### src/stg_pkg.sv
package stg_pkg;

  localparam int DATA_W     = 32;
  localparam int RAMP_BITS  = 19;
  localparam int RAMP_N     = RAMP_BITS + 1;
  localparam int RAMP_CNT_W = $clog2(RAMP_N);
  localparam int DIV_CNT_W  = $clog2(DATA_W);
  localparam int CFG_IDX_W  = 2;

  localparam logic [DATA_W-1:0] RAMP_SPAN = DATA_W'(1) << RAMP_BITS;
  localparam logic [DATA_W-1:0] SLOW_RESET = DATA_W'(4000);
  localparam logic [DATA_W-1:0] FAST_RESET = DATA_W'(400);

  localparam logic [CFG_IDX_W-1:0] CFG_SLOW    = CFG_IDX_W'(0);
  localparam logic [CFG_IDX_W-1:0] CFG_FAST    = CFG_IDX_W'(1);
  localparam logic [CFG_IDX_W-1:0] CFG_REVERSE = CFG_IDX_W'(2);

  localparam logic REQ_START = 1'b0;
  localparam logic REQ_NEXT  = 1'b1;

  typedef enum logic [3:0] {
    S_IDLE,
    S_DECODE,
    S_DIV,
    S_LIN,
    S_SPENT,
    S_LEFT,
    S_RAMP,
    S_ADVANCE,
    S_RESULT
  } state_t;

  typedef struct packed {
    logic [DATA_W-1:0] quotient;
    logic [DATA_W-1:0] remainder;
  } div_result_t;

endpackage

### src/stg_in_if.sv
interface stg_in_if;
  import stg_pkg::*;

  logic                     valid;
  logic                     ready;
  logic                     req_type;
  logic signed [DATA_W-1:0] move_steps;
  logic [DATA_W-1:0]        move_duration;
  logic [DATA_W-1:0]        elapsed_us;

  modport source (output valid, output req_type, output move_steps,
                  output move_duration, output elapsed_us, input ready);
  modport sink (input valid, input req_type, input move_steps,
                input move_duration, input elapsed_us, output ready);
endinterface

### src/stg_out_if.sv
interface stg_out_if;
  import stg_pkg::*;

  logic                     valid;
  logic                     ready;
  logic [DATA_W-1:0]        step_time;
  logic                     no_step;
  logic                     dir_level;
  logic signed [DATA_W-1:0] position;

  modport source (output valid, output step_time, output no_step,
                  output dir_level, output position, input ready);
  modport sink (input valid, input step_time, input no_step,
                input dir_level, input position, output ready);
endinterface

### src/stg_divider.sv
module stg_divider (
  input  logic                          clk,
  input  logic                          rst_n,
  input  logic                          start,
  input  logic [stg_pkg::DATA_W-1:0]    dividend,
  input  logic [stg_pkg::DATA_W-1:0]    divisor,
  output logic                          done,
  output stg_pkg::div_result_t          result
);
  import stg_pkg::*;

  logic                 busy_r, busy_nxt;
  logic                 done_r, done_nxt;
  logic [DIV_CNT_W-1:0] cnt_r, cnt_nxt;
  logic [DATA_W-1:0]    rem_r, rem_nxt;
  logic [DATA_W-1:0]    quo_r, quo_nxt;
  logic [DATA_W-1:0]    dvs_r, dvs_nxt;
  logic [DATA_W:0]      trial;
  logic                 fits;

  // one quotient bit per cycle, restoring
  always_comb begin
    trial    = {rem_r, quo_r[DATA_W-1]};
    fits     = trial >= {1'b0, dvs_r};
    busy_nxt = busy_r;
    done_nxt = 1'b0;
    cnt_nxt  = cnt_r;
    rem_nxt  = rem_r;
    quo_nxt  = quo_r;
    dvs_nxt  = dvs_r;
    if (start) begin
      busy_nxt = 1'b1;
      cnt_nxt  = DIV_CNT_W'(DATA_W - 1);
      rem_nxt  = '0;
      quo_nxt  = dividend;
      dvs_nxt  = divisor;
    end else if (busy_r) begin
      rem_nxt = fits ? DATA_W'(trial - {1'b0, dvs_r}) : trial[DATA_W-1:0];
      quo_nxt = {quo_r[DATA_W-2:0], fits};
      cnt_nxt = cnt_r - DIV_CNT_W'(1);
      if (cnt_r == '0) begin
        busy_nxt = 1'b0;
        done_nxt = 1'b1;
      end
    end
  end

  always_ff @(posedge clk) begin
    if (!rst_n) begin
      busy_r <= 1'b0;
      done_r <= 1'b0;
      cnt_r  <= '0;
    end else begin
      busy_r <= busy_nxt;
      done_r <= done_nxt;
      cnt_r  <= cnt_nxt;
    end
  end

  always_ff @(posedge clk) begin
    rem_r <= rem_nxt;
    quo_r <= quo_nxt;
    dvs_r <= dvs_nxt;
  end

  assign done             = done_r;
  assign result.quotient  = quo_r;
  assign result.remainder = rem_r;

endmodule

### src/stg_ramp_mul.sv
module stg_ramp_mul (
  input  logic                          clk,
  input  logic                          rst_n,
  input  logic                          start,
  input  logic [stg_pkg::DATA_W-1:0]    ramp_t,
  input  logic [stg_pkg::DATA_W-1:0]    slow_period,
  input  logic [stg_pkg::DATA_W-1:0]    fast_period,
  output logic                          done,
  output logic [stg_pkg::DATA_W-1:0]    period
);
  import stg_pkg::*;

  logic                  busy_r, busy_nxt;
  logic                  fin_r, fin_nxt;
  logic                  done_r, done_nxt;
  logic [RAMP_CNT_W-1:0] cnt_r, cnt_nxt;
  logic [RAMP_BITS:0]    tt_r, tt_nxt;
  logic [DATA_W-1:0]     d_r, d_nxt;
  logic [DATA_W-1:0]     p_r, p_nxt;
  logic                  lsb_r, lsb_nxt;
  logic                  rise_r, rise_nxt;
  logic [DATA_W-1:0]     period_r, period_nxt;
  logic [DATA_W:0]       psum;
  logic [DATA_W:0]       scaled;
  logic [DATA_W+1:0]     up_sum;

  // shift-add over the ramp time bits, lsb first; keeps product >> RAMP_BITS
  always_comb begin
    psum       = {1'b0, p_r} + (tt_r[0] ? {1'b0, d_r} : '0);
    scaled     = {p_r, lsb_r};
    up_sum     = {2'b00, slow_period} + {1'b0, scaled};
    busy_nxt   = busy_r;
    fin_nxt    = 1'b0;
    done_nxt   = 1'b0;
    cnt_nxt    = cnt_r;
    tt_nxt     = tt_r;
    d_nxt      = d_r;
    p_nxt      = p_r;
    lsb_nxt    = lsb_r;
    rise_nxt   = rise_r;
    period_nxt = period_r;
    if (start) begin
      busy_nxt = 1'b1;
      cnt_nxt  = RAMP_CNT_W'(RAMP_N - 1);
      tt_nxt   = (ramp_t > RAMP_SPAN) ? RAMP_SPAN[RAMP_BITS:0] : ramp_t[RAMP_BITS:0];
      rise_nxt = fast_period > slow_period;
      d_nxt    = (fast_period > slow_period) ? fast_period - slow_period
                                             : slow_period - fast_period;
      p_nxt    = '0;
      lsb_nxt  = 1'b0;
    end else if (busy_r) begin
      p_nxt   = psum[DATA_W:1];
      lsb_nxt = psum[0];
      tt_nxt  = tt_r >> 1;
      cnt_nxt = cnt_r - RAMP_CNT_W'(1);
      if (cnt_r == '0) begin
        busy_nxt = 1'b0;
        fin_nxt  = 1'b1;
      end
    end else if (fin_r) begin
      done_nxt = 1'b1;
      if (!rise_r) begin
        period_nxt = slow_period - scaled[DATA_W-1:0];
      end else if (up_sum[DATA_W+1:DATA_W] != 2'b00) begin
        period_nxt = '1;
      end else begin
        period_nxt = up_sum[DATA_W-1:0];
      end
    end
  end

  always_ff @(posedge clk) begin
    if (!rst_n) begin
      busy_r <= 1'b0;
      fin_r  <= 1'b0;
      done_r <= 1'b0;
      cnt_r  <= '0;
    end else begin
      busy_r <= busy_nxt;
      fin_r  <= fin_nxt;
      done_r <= done_nxt;
      cnt_r  <= cnt_nxt;
    end
  end

  always_ff @(posedge clk) begin
    tt_r     <= tt_nxt;
    d_r      <= d_nxt;
    p_r      <= p_nxt;
    lsb_r    <= lsb_nxt;
    rise_r   <= rise_nxt;
    period_r <= period_nxt;
  end

  assign done   = done_r;
  assign period = period_r;

endmodule

### src/stepper_step_time_generator.sv
// channel   dir  handshake     payload
// in_if     in   valid/ready   req_type, move_steps, move_duration, elapsed_us
// out_if    out  valid/ready   step_time, no_step, dir_level, position
// cfg_*     in   cfg_we        cfg_index, cfg_data (slow, fast, reverse)
//
// one item at a time; a linear move start runs the serial divider (one
// quotient bit per cycle), a rapid step with a ramp lookup runs the serial
// multiply over RAMP_BITS+1 bits
// rst_n is synchronous; it restores the register defaults and clears all
// motion state. the result register lets the next input in while the
// previous result waits on out_if.ready
module stepper_step_time_generator (
  input  logic                          clk,
  input  logic                          rst_n,
  stg_in_if.sink                        in_if,
  stg_out_if.source                     out_if,
  input  logic                          cfg_we,
  input  logic [stg_pkg::CFG_IDX_W-1:0] cfg_index,
  input  logic [stg_pkg::DATA_W-1:0]    cfg_data
);
  import stg_pkg::*;

  state_t state_r, state_nxt;

  logic [DATA_W-1:0] slow_r, fast_r;
  logic              reverse_r;

  logic              req_r;
  logic [DATA_W-1:0] steps_r, dur_r, elapsed_r;

  logic [DATA_W-1:0] axis_r, total_r, done_steps_r, period_r, prem_r, acc_r;
  logic [DATA_W-1:0] last_r, decel_dist_r, decel_t0_r, accel_r, spent_r;
  logic              dir_neg_r, rapid_r, begun_r;
  logic [DATA_W-1:0] when_r;
  logic              none_r;

  logic              out_valid_r;
  logic [DATA_W-1:0] out_time_r, out_pos_r;
  logic              out_none_r, out_dir_r;

  logic              neg;
  logic [DATA_W-1:0] mag, cur_pos, left;
  logic              div_start, div_done, ramp_start, ramp_done, load_out;
  logic [DATA_W-1:0] ramp_t, ramp_period;
  div_result_t       div_res;

  assign neg     = steps_r[DATA_W-1];
  assign mag     = neg ? DATA_W'(0) - steps_r : steps_r;
  assign cur_pos = dir_neg_r ? axis_r - done_steps_r : axis_r + done_steps_r;
  assign left    = (spent_r < accel_r) ? accel_r - spent_r : '0;

  stg_divider u_div (
    .clk      (clk),
    .rst_n    (rst_n),
    .start    (div_start),
    .dividend (dur_r),
    .divisor  (mag),
    .done     (div_done),
    .result   (div_res)
  );

  stg_ramp_mul u_ramp (
    .clk         (clk),
    .rst_n       (rst_n),
    .start       (ramp_start),
    .ramp_t      (ramp_t),
    .slow_period (slow_r),
    .fast_period (fast_r),
    .done        (ramp_done),
    .period      (ramp_period)
  );

  always_ff @(posedge clk) begin
    if (!rst_n) begin
      state_r <= S_IDLE;
    end else begin
      state_r <= state_nxt;
    end
  end

  always_comb begin
    state_nxt  = state_r;
    div_start  = 1'b0;
    ramp_start = 1'b0;
    ramp_t     = elapsed_r;
    load_out   = 1'b0;
    unique case (state_r)
      S_IDLE: begin
        if (in_if.valid) state_nxt = S_DECODE;
      end
      S_DECODE: begin
        if (req_r == REQ_START) begin
          if (mag != '0 && dur_r != '0) begin
            div_start = 1'b1;
            state_nxt = S_DIV;
          end else begin
            state_nxt = S_RESULT;
          end
        end else if (done_steps_r >= total_r) begin
          state_nxt = S_RESULT;
        end else if (!rapid_r) begin
          state_nxt = S_LIN;
        end else if (done_steps_r >= decel_dist_r) begin
          state_nxt = S_SPENT;
        end else if (elapsed_r <= RAMP_SPAN) begin
          ramp_start = 1'b1;
          state_nxt  = S_RAMP;
        end else begin
          state_nxt = S_ADVANCE;
        end
      end
      S_DIV: begin
        if (div_done) state_nxt = S_RESULT;
      end
      S_LIN: state_nxt = S_RESULT;
      S_SPENT: state_nxt = S_LEFT;
      S_LEFT: begin
        ramp_start = 1'b1;
        ramp_t     = left;
        state_nxt  = S_RAMP;
      end
      S_RAMP: begin
        if (ramp_done) state_nxt = S_ADVANCE;
      end
      S_ADVANCE: state_nxt = S_RESULT;
      S_RESULT: begin
        if (!out_valid_r || out_if.ready) begin
          load_out  = 1'b1;
          state_nxt = S_IDLE;
        end
      end
      default: state_nxt = S_IDLE;
    endcase
  end

  always_ff @(posedge clk) begin
    if (!rst_n) begin
      slow_r    <= SLOW_RESET;
      fast_r    <= FAST_RESET;
      reverse_r <= 1'b0;
    end else if (cfg_we) begin
      unique case (cfg_index)
        CFG_SLOW:    slow_r    <= cfg_data;
        CFG_FAST:    fast_r    <= cfg_data;
        CFG_REVERSE: reverse_r <= cfg_data[0];
        default: ;
      endcase
    end
  end

  always_ff @(posedge clk) begin
    if (state_r == S_IDLE && in_if.valid) begin
      req_r     <= in_if.req_type;
      steps_r   <= in_if.move_steps;
      dur_r     <= in_if.move_duration;
      elapsed_r <= in_if.elapsed_us;
    end
  end

  always_ff @(posedge clk) begin
    if (!rst_n) begin
      axis_r       <= '0;
      dir_neg_r    <= 1'b0;
      total_r      <= '0;
      done_steps_r <= '0;
      rapid_r      <= 1'b0;
      period_r     <= '0;
      prem_r       <= '0;
      acc_r        <= '0;
      last_r       <= '0;
      decel_dist_r <= '0;
      decel_t0_r   <= '0;
      begun_r      <= 1'b0;
      accel_r      <= '0;
      spent_r      <= '0;
      when_r       <= '0;
      none_r       <= 1'b0;
    end else begin
      unique case (state_r)
        S_DECODE: begin
          if (req_r == REQ_START) begin
            none_r  <= (mag == '0);
            axis_r  <= cur_pos;
            total_r <= mag;
            rapid_r <= (dur_r == '0);
            if (mag != '0) begin
              dir_neg_r <= neg;
            end
            if (mag != '0 && dur_r == '0) begin
              period_r     <= slow_r;
              decel_dist_r <= mag;
              begun_r      <= 1'b0;
              done_steps_r <= DATA_W'(1);
              last_r       <= slow_r;
              when_r       <= slow_r;
            end else begin
              done_steps_r <= '0;
              last_r       <= '0;
              when_r       <= '0;
            end
          end else if (done_steps_r >= total_r) begin
            axis_r       <= cur_pos;
            done_steps_r <= '0;
            none_r       <= 1'b1;
            when_r       <= '0;
          end else if (!rapid_r) begin
            none_r <= 1'b0;
            last_r <= last_r + period_r;
            acc_r  <= acc_r + prem_r;
          end else if (done_steps_r >= decel_dist_r) begin
            none_r <= 1'b0;
            if (!begun_r) begin
              decel_t0_r <= elapsed_r;
              begun_r    <= 1'b1;
            end
          end else if (elapsed_r <= RAMP_SPAN) begin
            none_r       <= 1'b0;
            decel_dist_r <= total_r - done_steps_r;
            accel_r      <= elapsed_r;
          end else begin
            none_r <= 1'b0;
          end
        end
        S_DIV: begin
          if (div_done) begin
            period_r     <= div_res.quotient;
            prem_r       <= div_res.remainder;
            acc_r        <= '0;
            done_steps_r <= DATA_W'(1);
            last_r       <= div_res.quotient;
            when_r       <= div_res.quotient;
          end
        end
        S_LIN: begin
          done_steps_r <= done_steps_r + DATA_W'(1);
          if (acc_r >= total_r) begin
            acc_r  <= acc_r - total_r;
            last_r <= last_r + DATA_W'(1);
            when_r <= last_r + DATA_W'(1);
          end else begin
            when_r <= last_r;
          end
        end
        S_SPENT: begin
          spent_r <= (elapsed_r >= decel_t0_r) ? elapsed_r - decel_t0_r : '0;
        end
        S_RAMP: begin
          if (ramp_done) period_r <= ramp_period;
        end
        S_ADVANCE: begin
          last_r       <= last_r + period_r;
          when_r       <= last_r + period_r;
          done_steps_r <= done_steps_r + DATA_W'(1);
        end
        default: ;
      endcase
    end
  end

  always_ff @(posedge clk) begin
    if (!rst_n) begin
      out_valid_r <= 1'b0;
    end else if (load_out) begin
      out_valid_r <= 1'b1;
    end else if (out_if.ready) begin
      out_valid_r <= 1'b0;
    end
  end

  always_ff @(posedge clk) begin
    if (load_out) begin
      out_time_r <= when_r;
      out_none_r <= none_r;
      out_dir_r  <= ~dir_neg_r ^ reverse_r;
      out_pos_r  <= cur_pos;
    end
  end

  assign in_if.ready      = (state_r == S_IDLE);
  assign out_if.valid     = out_valid_r;
  assign out_if.step_time = out_time_r;
  assign out_if.no_step   = out_none_r;
  assign out_if.dir_level = out_dir_r;
  assign out_if.position  = out_pos_r;

endmodule

### src/flat_wrapper.sv
// flat-port wrapper written by rule: the top's interface ports become plain ports
module stepper_step_time_generator_flat import stg_pkg::*;
  (clk, rst_n, cfg_we, cfg_index, cfg_data, in_if_valid, in_if_req_type, in_if_move_steps, in_if_move_duration, in_if_elapsed_us, in_if_ready, out_if_valid, out_if_step_time, out_if_no_step, out_if_dir_level, out_if_position, out_if_ready);
  stg_in_if in_if_i ();
  stg_out_if out_if_i ();
  input  logic clk;
  input  logic rst_n;
  input  logic cfg_we;
  input  logic [stg_pkg::CFG_IDX_W-1:0] cfg_index;
  input  logic [stg_pkg::DATA_W-1:0] cfg_data;
  input wire logic [$bits(in_if_i.valid)-1:0] in_if_valid;
  input wire logic [$bits(in_if_i.req_type)-1:0] in_if_req_type;
  input wire logic [$bits(in_if_i.move_steps)-1:0] in_if_move_steps;
  input wire logic [$bits(in_if_i.move_duration)-1:0] in_if_move_duration;
  input wire logic [$bits(in_if_i.elapsed_us)-1:0] in_if_elapsed_us;
  output wire logic [$bits(in_if_i.ready)-1:0] in_if_ready;
  output wire logic [$bits(out_if_i.valid)-1:0] out_if_valid;
  output wire logic [$bits(out_if_i.step_time)-1:0] out_if_step_time;
  output wire logic [$bits(out_if_i.no_step)-1:0] out_if_no_step;
  output wire logic [$bits(out_if_i.dir_level)-1:0] out_if_dir_level;
  output wire logic [$bits(out_if_i.position)-1:0] out_if_position;
  input wire logic [$bits(out_if_i.ready)-1:0] out_if_ready;
  assign in_if_i.valid = in_if_valid;
  assign in_if_i.req_type = in_if_req_type;
  assign in_if_i.move_steps = in_if_move_steps;
  assign in_if_i.move_duration = in_if_move_duration;
  assign in_if_i.elapsed_us = in_if_elapsed_us;
  assign in_if_ready = in_if_i.ready;
  assign out_if_valid = out_if_i.valid;
  assign out_if_step_time = out_if_i.step_time;
  assign out_if_no_step = out_if_i.no_step;
  assign out_if_dir_level = out_if_i.dir_level;
  assign out_if_position = out_if_i.position;
  assign out_if_i.ready = out_if_ready;
  stepper_step_time_generator u_core (.clk(clk), .rst_n(rst_n), .in_if(in_if_i), .out_if(out_if_i), .cfg_we(cfg_we), .cfg_index(cfg_index), .cfg_data(cfg_data));
endmodule
### config.mk
export PLATFORM = sky130hd
export DESIGN_NAME = stepper_step_time_generator_flat
export DESIGN_NICKNAME = d
export VERILOG_FILES = /design/src/stg_pkg.sv /design/src/stg_in_if.sv /design/src/stg_out_if.sv /design/src/stg_divider.sv /design/src/stg_ramp_mul.sv /design/src/stepper_step_time_generator.sv /design/src/flat_wrapper.sv
export SDC_FILE = /design/constraint.sdc
export NUM_CORES = 2
export LEC_CHECK = 0
export BUFFER_PORTS_ARGS = -buffer_cell sky130_fd_sc_hd__buf_2
export CAP_MARGIN = 20
export CELL_PAD_IN_SITES_DETAIL_PLACEMENT = 1
export CELL_PAD_IN_SITES_GLOBAL_PLACEMENT = 1
export CORE_MARGIN = 3
export CORE_UTILIZATION = 49
export CTS_BUF_LIST = sky130_fd_sc_hd__clkbuf_16
export DETAILED_ROUTE_END_ITERATION = 10
export PLACE_DENSITY = 0.86
export RECOVER_POWER = 25
export SYNTH_ARGS = -nofsm -noshare
export SYNTH_HDL_FRONTEND = slang
export SYNTH_SLANG_ARGS = --single-unit
### constraint.sdc
create_clock -name clk -period 5.75 [get_ports clk]
set_input_delay 1.15 -clock clk [delete_from_list [all_inputs] [get_ports clk]]
set_output_delay 1.15 -clock clk [all_outputs]
set_load 0.05 [all_outputs]
; ---- After elaboration in Yosys (flattened, before gate mapping)
; Cells that the tools add are included.
[classes]
add_sub_neg = 19
magnitude_cmp = 9
n_eq_ne = 29
mux = 91
bitwise_logic = 10
n_reduce_logical = 45
[op_table]
columns = operator, count
row1 = 32-bit two-way mux, 38
row2 = 32-bit one-hot mux with 3 select lines, 3
row3 = 32-bit subtractor, 9
row4 = 32-bit one-hot mux with 4 select lines, 2
row5 = 32-bit >= comparator, 4
row6 = 32-bit adder, 3
row7 = 32-bit by 1-bit adder with 32-bit output (second input constant), 2
row8 = 32-bit zero test, 2
row9 = 32-bit nonzero test, 2
row10 = 20-bit two-way mux, 3
row11 = 4-bit two-way mux, 9
row12 = 32-bit by 33-bit adder with 34-bit output, 1
row13 = 32-bit by 33-bit adder with 33-bit output, 1
row14 = 33-bit by 32-bit >= comparator with 1-bit output, 1
row15 = 32-bit by 20-bit > comparator with 1-bit output (second input constant), 1
row16 = 32-bit > comparator, 1
row17 = 32-bit by 20-bit less-or-equal comparator with 1-bit output (second input constant), 1
row18 = 32-bit less-than comparator, 1
row19 = 4-bit one-hot mux with 8 select lines, 1
row20 = 1-bit by 32-bit subtractor with 32-bit output (first input constant), 1
row21 = 1-bit two-way mux, 30
row22 = 2-bit inequality test (second input constant), 12
row23 = 6-bit AND reduction, 4
row24 = 5-bit two-way mux, 4
row25 = other kinds (27), 67
[word_totals]
register_bits = 850

; ---- Longest topological paths before layout
[depth]
word_depth = 9
ltp_mapped = 20

; ---- Hierarchy
; Synthesis repeated with hierarchy kept, for this count alone.
[hier_totals]
cells_unflattened = 6785
area_unflattened_um2 = 57619.0
[by_module_without_submodules]
columns = mod, n_inst, cells_each, area_per_inst_um2, seq_area_each_um2
row1 = stepper_step_time_generator, 1, 4582, 38594.5, 14063.5
row2 = stg_ramp_mul, 1, 1594, 13003.7, 3373.2
row3 = stg_divider, 1, 609, 6020.8, 2702.6

; ---- Worst setup path after synthesis
; OpenSTA, ideal clock, no wires.
[synth_timing]
kind = register -> register
startpoint = register u_core.state_r[1]
endpoint = register u_core.dur_r[0] (enable)
setup_time_ns = 0.465
arrival_ns = 4.690
required_ns = 5.285
slack_ns = 0.595
path_stages_with_launch = 5
path_buffers = 2
synth_period_minus_slack_ns = 5.155
cell_sequence = dfxtp_1 clkbuf_1 clkbuf_1 nor4_1 and2_1
[synth_between]
elab_chain_len = 2
[synth_lines]
columns = item, line_no
row1 = "start, declared", stepper_step_time_generator.sv:23  ; state_t state_r, state_nxt;
row2 = "start signal, assigned", stepper_step_time_generator.sv:77  ; state_r <= state_nxt;
row3 = 4-bit zero test, -
row4 = via in_if_ready, flat_wrapper.sv:16  ; output wire logic [$bits(in_if_i.ready)-1:0] in_if_ready;
row5 = 1-bit logical AND, stepper_step_time_generator.sv:152  ; if (state_r == S_IDLE && in_if.valid) begin
row6 = "end signal, assigned", stepper_step_time_generator.sv:155  ; dur_r <= in_if.move_duration;
row7 = "end, declared", stepper_step_time_generator.sv:29  ; logic [DATA_W-1:0] steps_r, dur_r, elapsed_r;
; The timed path passes the listed nets, and every way through them passes these cells.
; A chain may end at the register's enable or synchronous reset.

; ---- Final worst setup path
[layout_timing]
startpoint = register u_core.done_steps_r[6]
endpoint = register u_core.axis_r[31]
[layout_between]
elab_chain_len = 4
[layout_lines]
columns = item, line_no
row1 = "start, declared", stepper_step_time_generator.sv:31  ; logic [DATA_W-1:0] axis_r, total_r, done_steps_r, period_r, prem_r, acc_r;
row2 = "start signal, assigned", stepper_step_time_generator.sv:235  ; done_steps_r <= done_steps_r + DATA_W'(1);
row3 = "start signal, assigned", stepper_step_time_generator.sv:253  ; done_steps_r <= done_steps_r + DATA_W'(1);
row4 = 32-bit adder / 32-bit subtractor (equally long branches), stepper_step_time_generator.sv:49  ; assign cur_pos = dir_neg_r ? axis_r - done_steps_r : axis_r + done_steps_r;
row5 = 32-bit two-way mux (*), stepper_step_time_generator.sv:49
row6 = via u_core.cur_pos[31], stepper_step_time_generator.sv:42  ; logic [DATA_W-1:0] mag, cur_pos, left;
row7 = 32-bit two-way mux, stepper_step_time_generator.sv:201  ; end else if (done_steps_r >= total_r) begin
row8 = 32-bit two-way mux (*), stepper_step_time_generator.sv:181  ; if (req_r == REQ_START) begin
row9 = "end signal, assigned", stepper_step_time_generator.sv:183  ; axis_r <= cur_pos;
row10 = "end signal, assigned", stepper_step_time_generator.sv:202  ; axis_r <= cur_pos;
row11 = "end, declared", stepper_step_time_generator.sv:31
; The timed path passes the listed nets; every way through them passes the cells marked *. The select of a mux whose other input is x is not followed.

==> run metrics <==
Die Span Y 346 um; Worst Setup Start Kind register; Clock Skew 0.0227 ns; final worst-path cycle share 88.6%; failing checks capacitance limit, slew limit; I/O Pins 204; number of synthesized flops with an enable pin 312; Fillers 13454; Hold Buf Count CTS 0; Slew HR -106%; RSZ-0062 raised after global routing false; vias per cell 6.26; grt ovf 0; footprint of the multi-input gates 33400 sq um; placer congestion estimate 0.938; post-cts sizing count 0; Post-Syn Area per Cell 8.44 sq um; Critical Path Start u_core.done_steps_r[6]; CP Class reg2reg; WL/cell 23.7 um; ANT nets after route 0; hpwl dp 147000 um; pin slew with the least headroom to its limit 3.09 ns; CP Data Arrival Time 5.68 ns; Initial Util 49.8%; leading area contributor after synthesis dfxtp_1; Starting DRT DRC Count 4276; FMAX 196 MHz; maximum VDD drop 0.279 mV; Max Cap Viol 4; Mapped Cells 6696; Synth Flop Type dfxtp_1; Power Density 476 nW/um^2; Leak 0.0248 uW; Synthesis Warnings 0; Setup crit end u_core.axis_r[31]; Post-Route WL 198000 um; synth cell count leaders a21oi_1 (661), nand2_1 (649), nor2_1 (637); Final Hold Viols 0; First-pass DRT Iterations 7; worst endpoint required time 6.33 ns; # rows 123; asr flop ratio synth 0%; global-route wire length before repair 306000 um; later-pin clock latency in the skew report 0.70 ns; top cells by area, synth dfxtp_1 (19%), edfxtp_1 (17%), ha_1 (10%); worst reg2reg endpoint u_core.axis_r[31]; Critical Path Fanout Max 6; GR Util All Layers 31.7%; r2r setup slk 0.65 ns; min-delay worst type reg2reg; setup repair bufs after CTS 0; clock-pin slew on the worst setup and hold paths 0.06 ns; Yosys cell types 104; core region area 113000 sq um; worst r2r src u_core.done_steps_r[6]; Synth top area share 19.1%; Setup TNS Final 0 ns; register area share after synthesis 35.7%; CTS Buffer Depth 3; die footprint 119000 sq um; largest net degree at the start of global routing 142; detailed-route DRC error count 0; FF+latch area 20100 sq um; antenna violations before repair 13; share of layout cells above drive strength 1 6.95%; H-tree Lvls 3; Yosys reg bits 850; TritonCTS clock tree built; Area growth syn-to-layout 9.89%; Util after Layout 54.7%; Inserted Clock Buffers 99; worst reg-to-reg path cell count 18; Max Slew Vio Count 245; status finished, violations left; Final Critical Period 5.10 ns; Netlist Area Pre-Place 56500 sq um; final net count 7367; vias in the first global route 53539; DR vias 52274; most common cell in the synthesized netlist a21oi_1; clk sinks 850; Worst setup EP type register; port buffer count 203; syn_nets 7296; final setup violation count 0; Die Width 346 um; clock root buffer clkbuf_16
[layout by cell type, fill, tap and decap left out, types with 75 or more instances in the layout]
| cell type | n |
|---|---|
| a21oi_1 | 661 |
| nand2_1 | 649 |
| nor2_1 | 630 |
| dfxtp_1 | 536 |
| inv_1 | 475 |
| ha_1 | 451 |
| o21ai_0 | 361 |
| edfxtp_1 | 312 |
| xnor2_1 | 264 |
| a21o_1 | 173 |
| a211oi_1 | 148 |
| buf_2 | 133 |
| nor3_1 | 127 |
| xor2_1 | 124 |
| clkbuf_16 | 105 |
| nand3_1 | 104 |
| nand4_1 | 83 |
| a31oi_1 | 78 |
| o21bai_1 | 78 |
| buf_4 | 77 |
| clkbuf_1 | 75 |
[worst max-delay path, stage by stage, from the launching register on]
cell	delay, ns
dfxtp_1	0.37
nor4_1	0.53
and3_1	0.30
nand3_1	0.13
nor4_1	0.72
nor2_1	0.12
xnor2_1	0.16
ha_1	0.34
a21o_1	0.20
a21o_1	0.21
a21oi_1	0.22
inv_1	0.11
a21oi_1	0.26
o31a_1	0.17
o21ai_0	0.22
a311oi_1	0.36
o21ai_0	0.14
xor2_1	0.18
o21ba_2	0.23
[power by group]
part | switching (uW) | total [uW] | internal, uW | leakage (uW)
Combinational | 8910 | 14100 | 5180 | 0.0159
Clock | 2790 | 6490 | 3700 | 0.00169
Sequential | 1250 | 8950 | 7710 | 0.00726
[worst min path at each step]
| stage | from | endpoint | slack [ns] | depth (start not counted) |
|---|---|---|---|---|
| after global placement | u_core.when_r[31] | u_core.out_if.step_time[31] | 0.41 | 0 |
| after global routing | u_core.when_r[29] | u_core.out_if.step_time[29] | 0.45 | 0 |
| after floorplan | u_core.when_r[0] | u_core.out_if.step_time[0] | 0.40 | 0 |
| after detailed placement | u_core.when_r[5] | u_core.out_if.step_time[5] | 0.41 | 0 |
| after CTS | u_core.when_r[29] | u_core.out_if.step_time[29] | 0.43 | 0 |
| final | u_core.when_r[26] | u_core.out_if.step_time[26] | 0.44 | 0 |
[through the flow]
stage | hold WS [ns] | worst slack (ns) | std cells | total power (uW) | instance area (sq um)
finish | 0.437 | 0.654 | 8355 | 29500 | 62100
CTS | 0.433 | 0.782 | 8351 | 29400 | 62200
detailed placement | 0.415 | 0.825 | 8164 | 22700 | 58900
global placement | 0.409 | 0.868 | 8163 | 22200 | 58900
floorplan | 0.403 | 0.595 | 6696 | 18600 | 56500
global route | 0.448 | 0.404 | 8355 | 31200 | 62100
[final cells by class]
cell class                      count  area share, %
Multi-Input combinational cell   5071           53.9
Sequential cell                   850           32.5
Clock buffer                      105           4.23
Tap cell                         1500           3.02
Inverter                          455           2.76
Timing Repair Buffer              290           2.59
Clock inverter                     82           1.06
Antenna cell                        2        0.00806
[metal layers]
layer	routed length [um]	track usage [%]
met3	9810	3.56
met2	95100	54.4
met4	9760	14.5
met1	83200	40.0
met5	0	0
[logic make-up after synthesis]
group | count (synthesis) | synth area share, %
mux | 109 | 2.14
simple gates | 2064 | 17.1
xor+xnor | 388 | 6.02
flops | 850 | 35.7
buf+inv | 775 | 5.27
compound gates | 2046 | 23.4
fa+ha+maj | 464 | 10.5
Power figures use the tool's default switching activity.
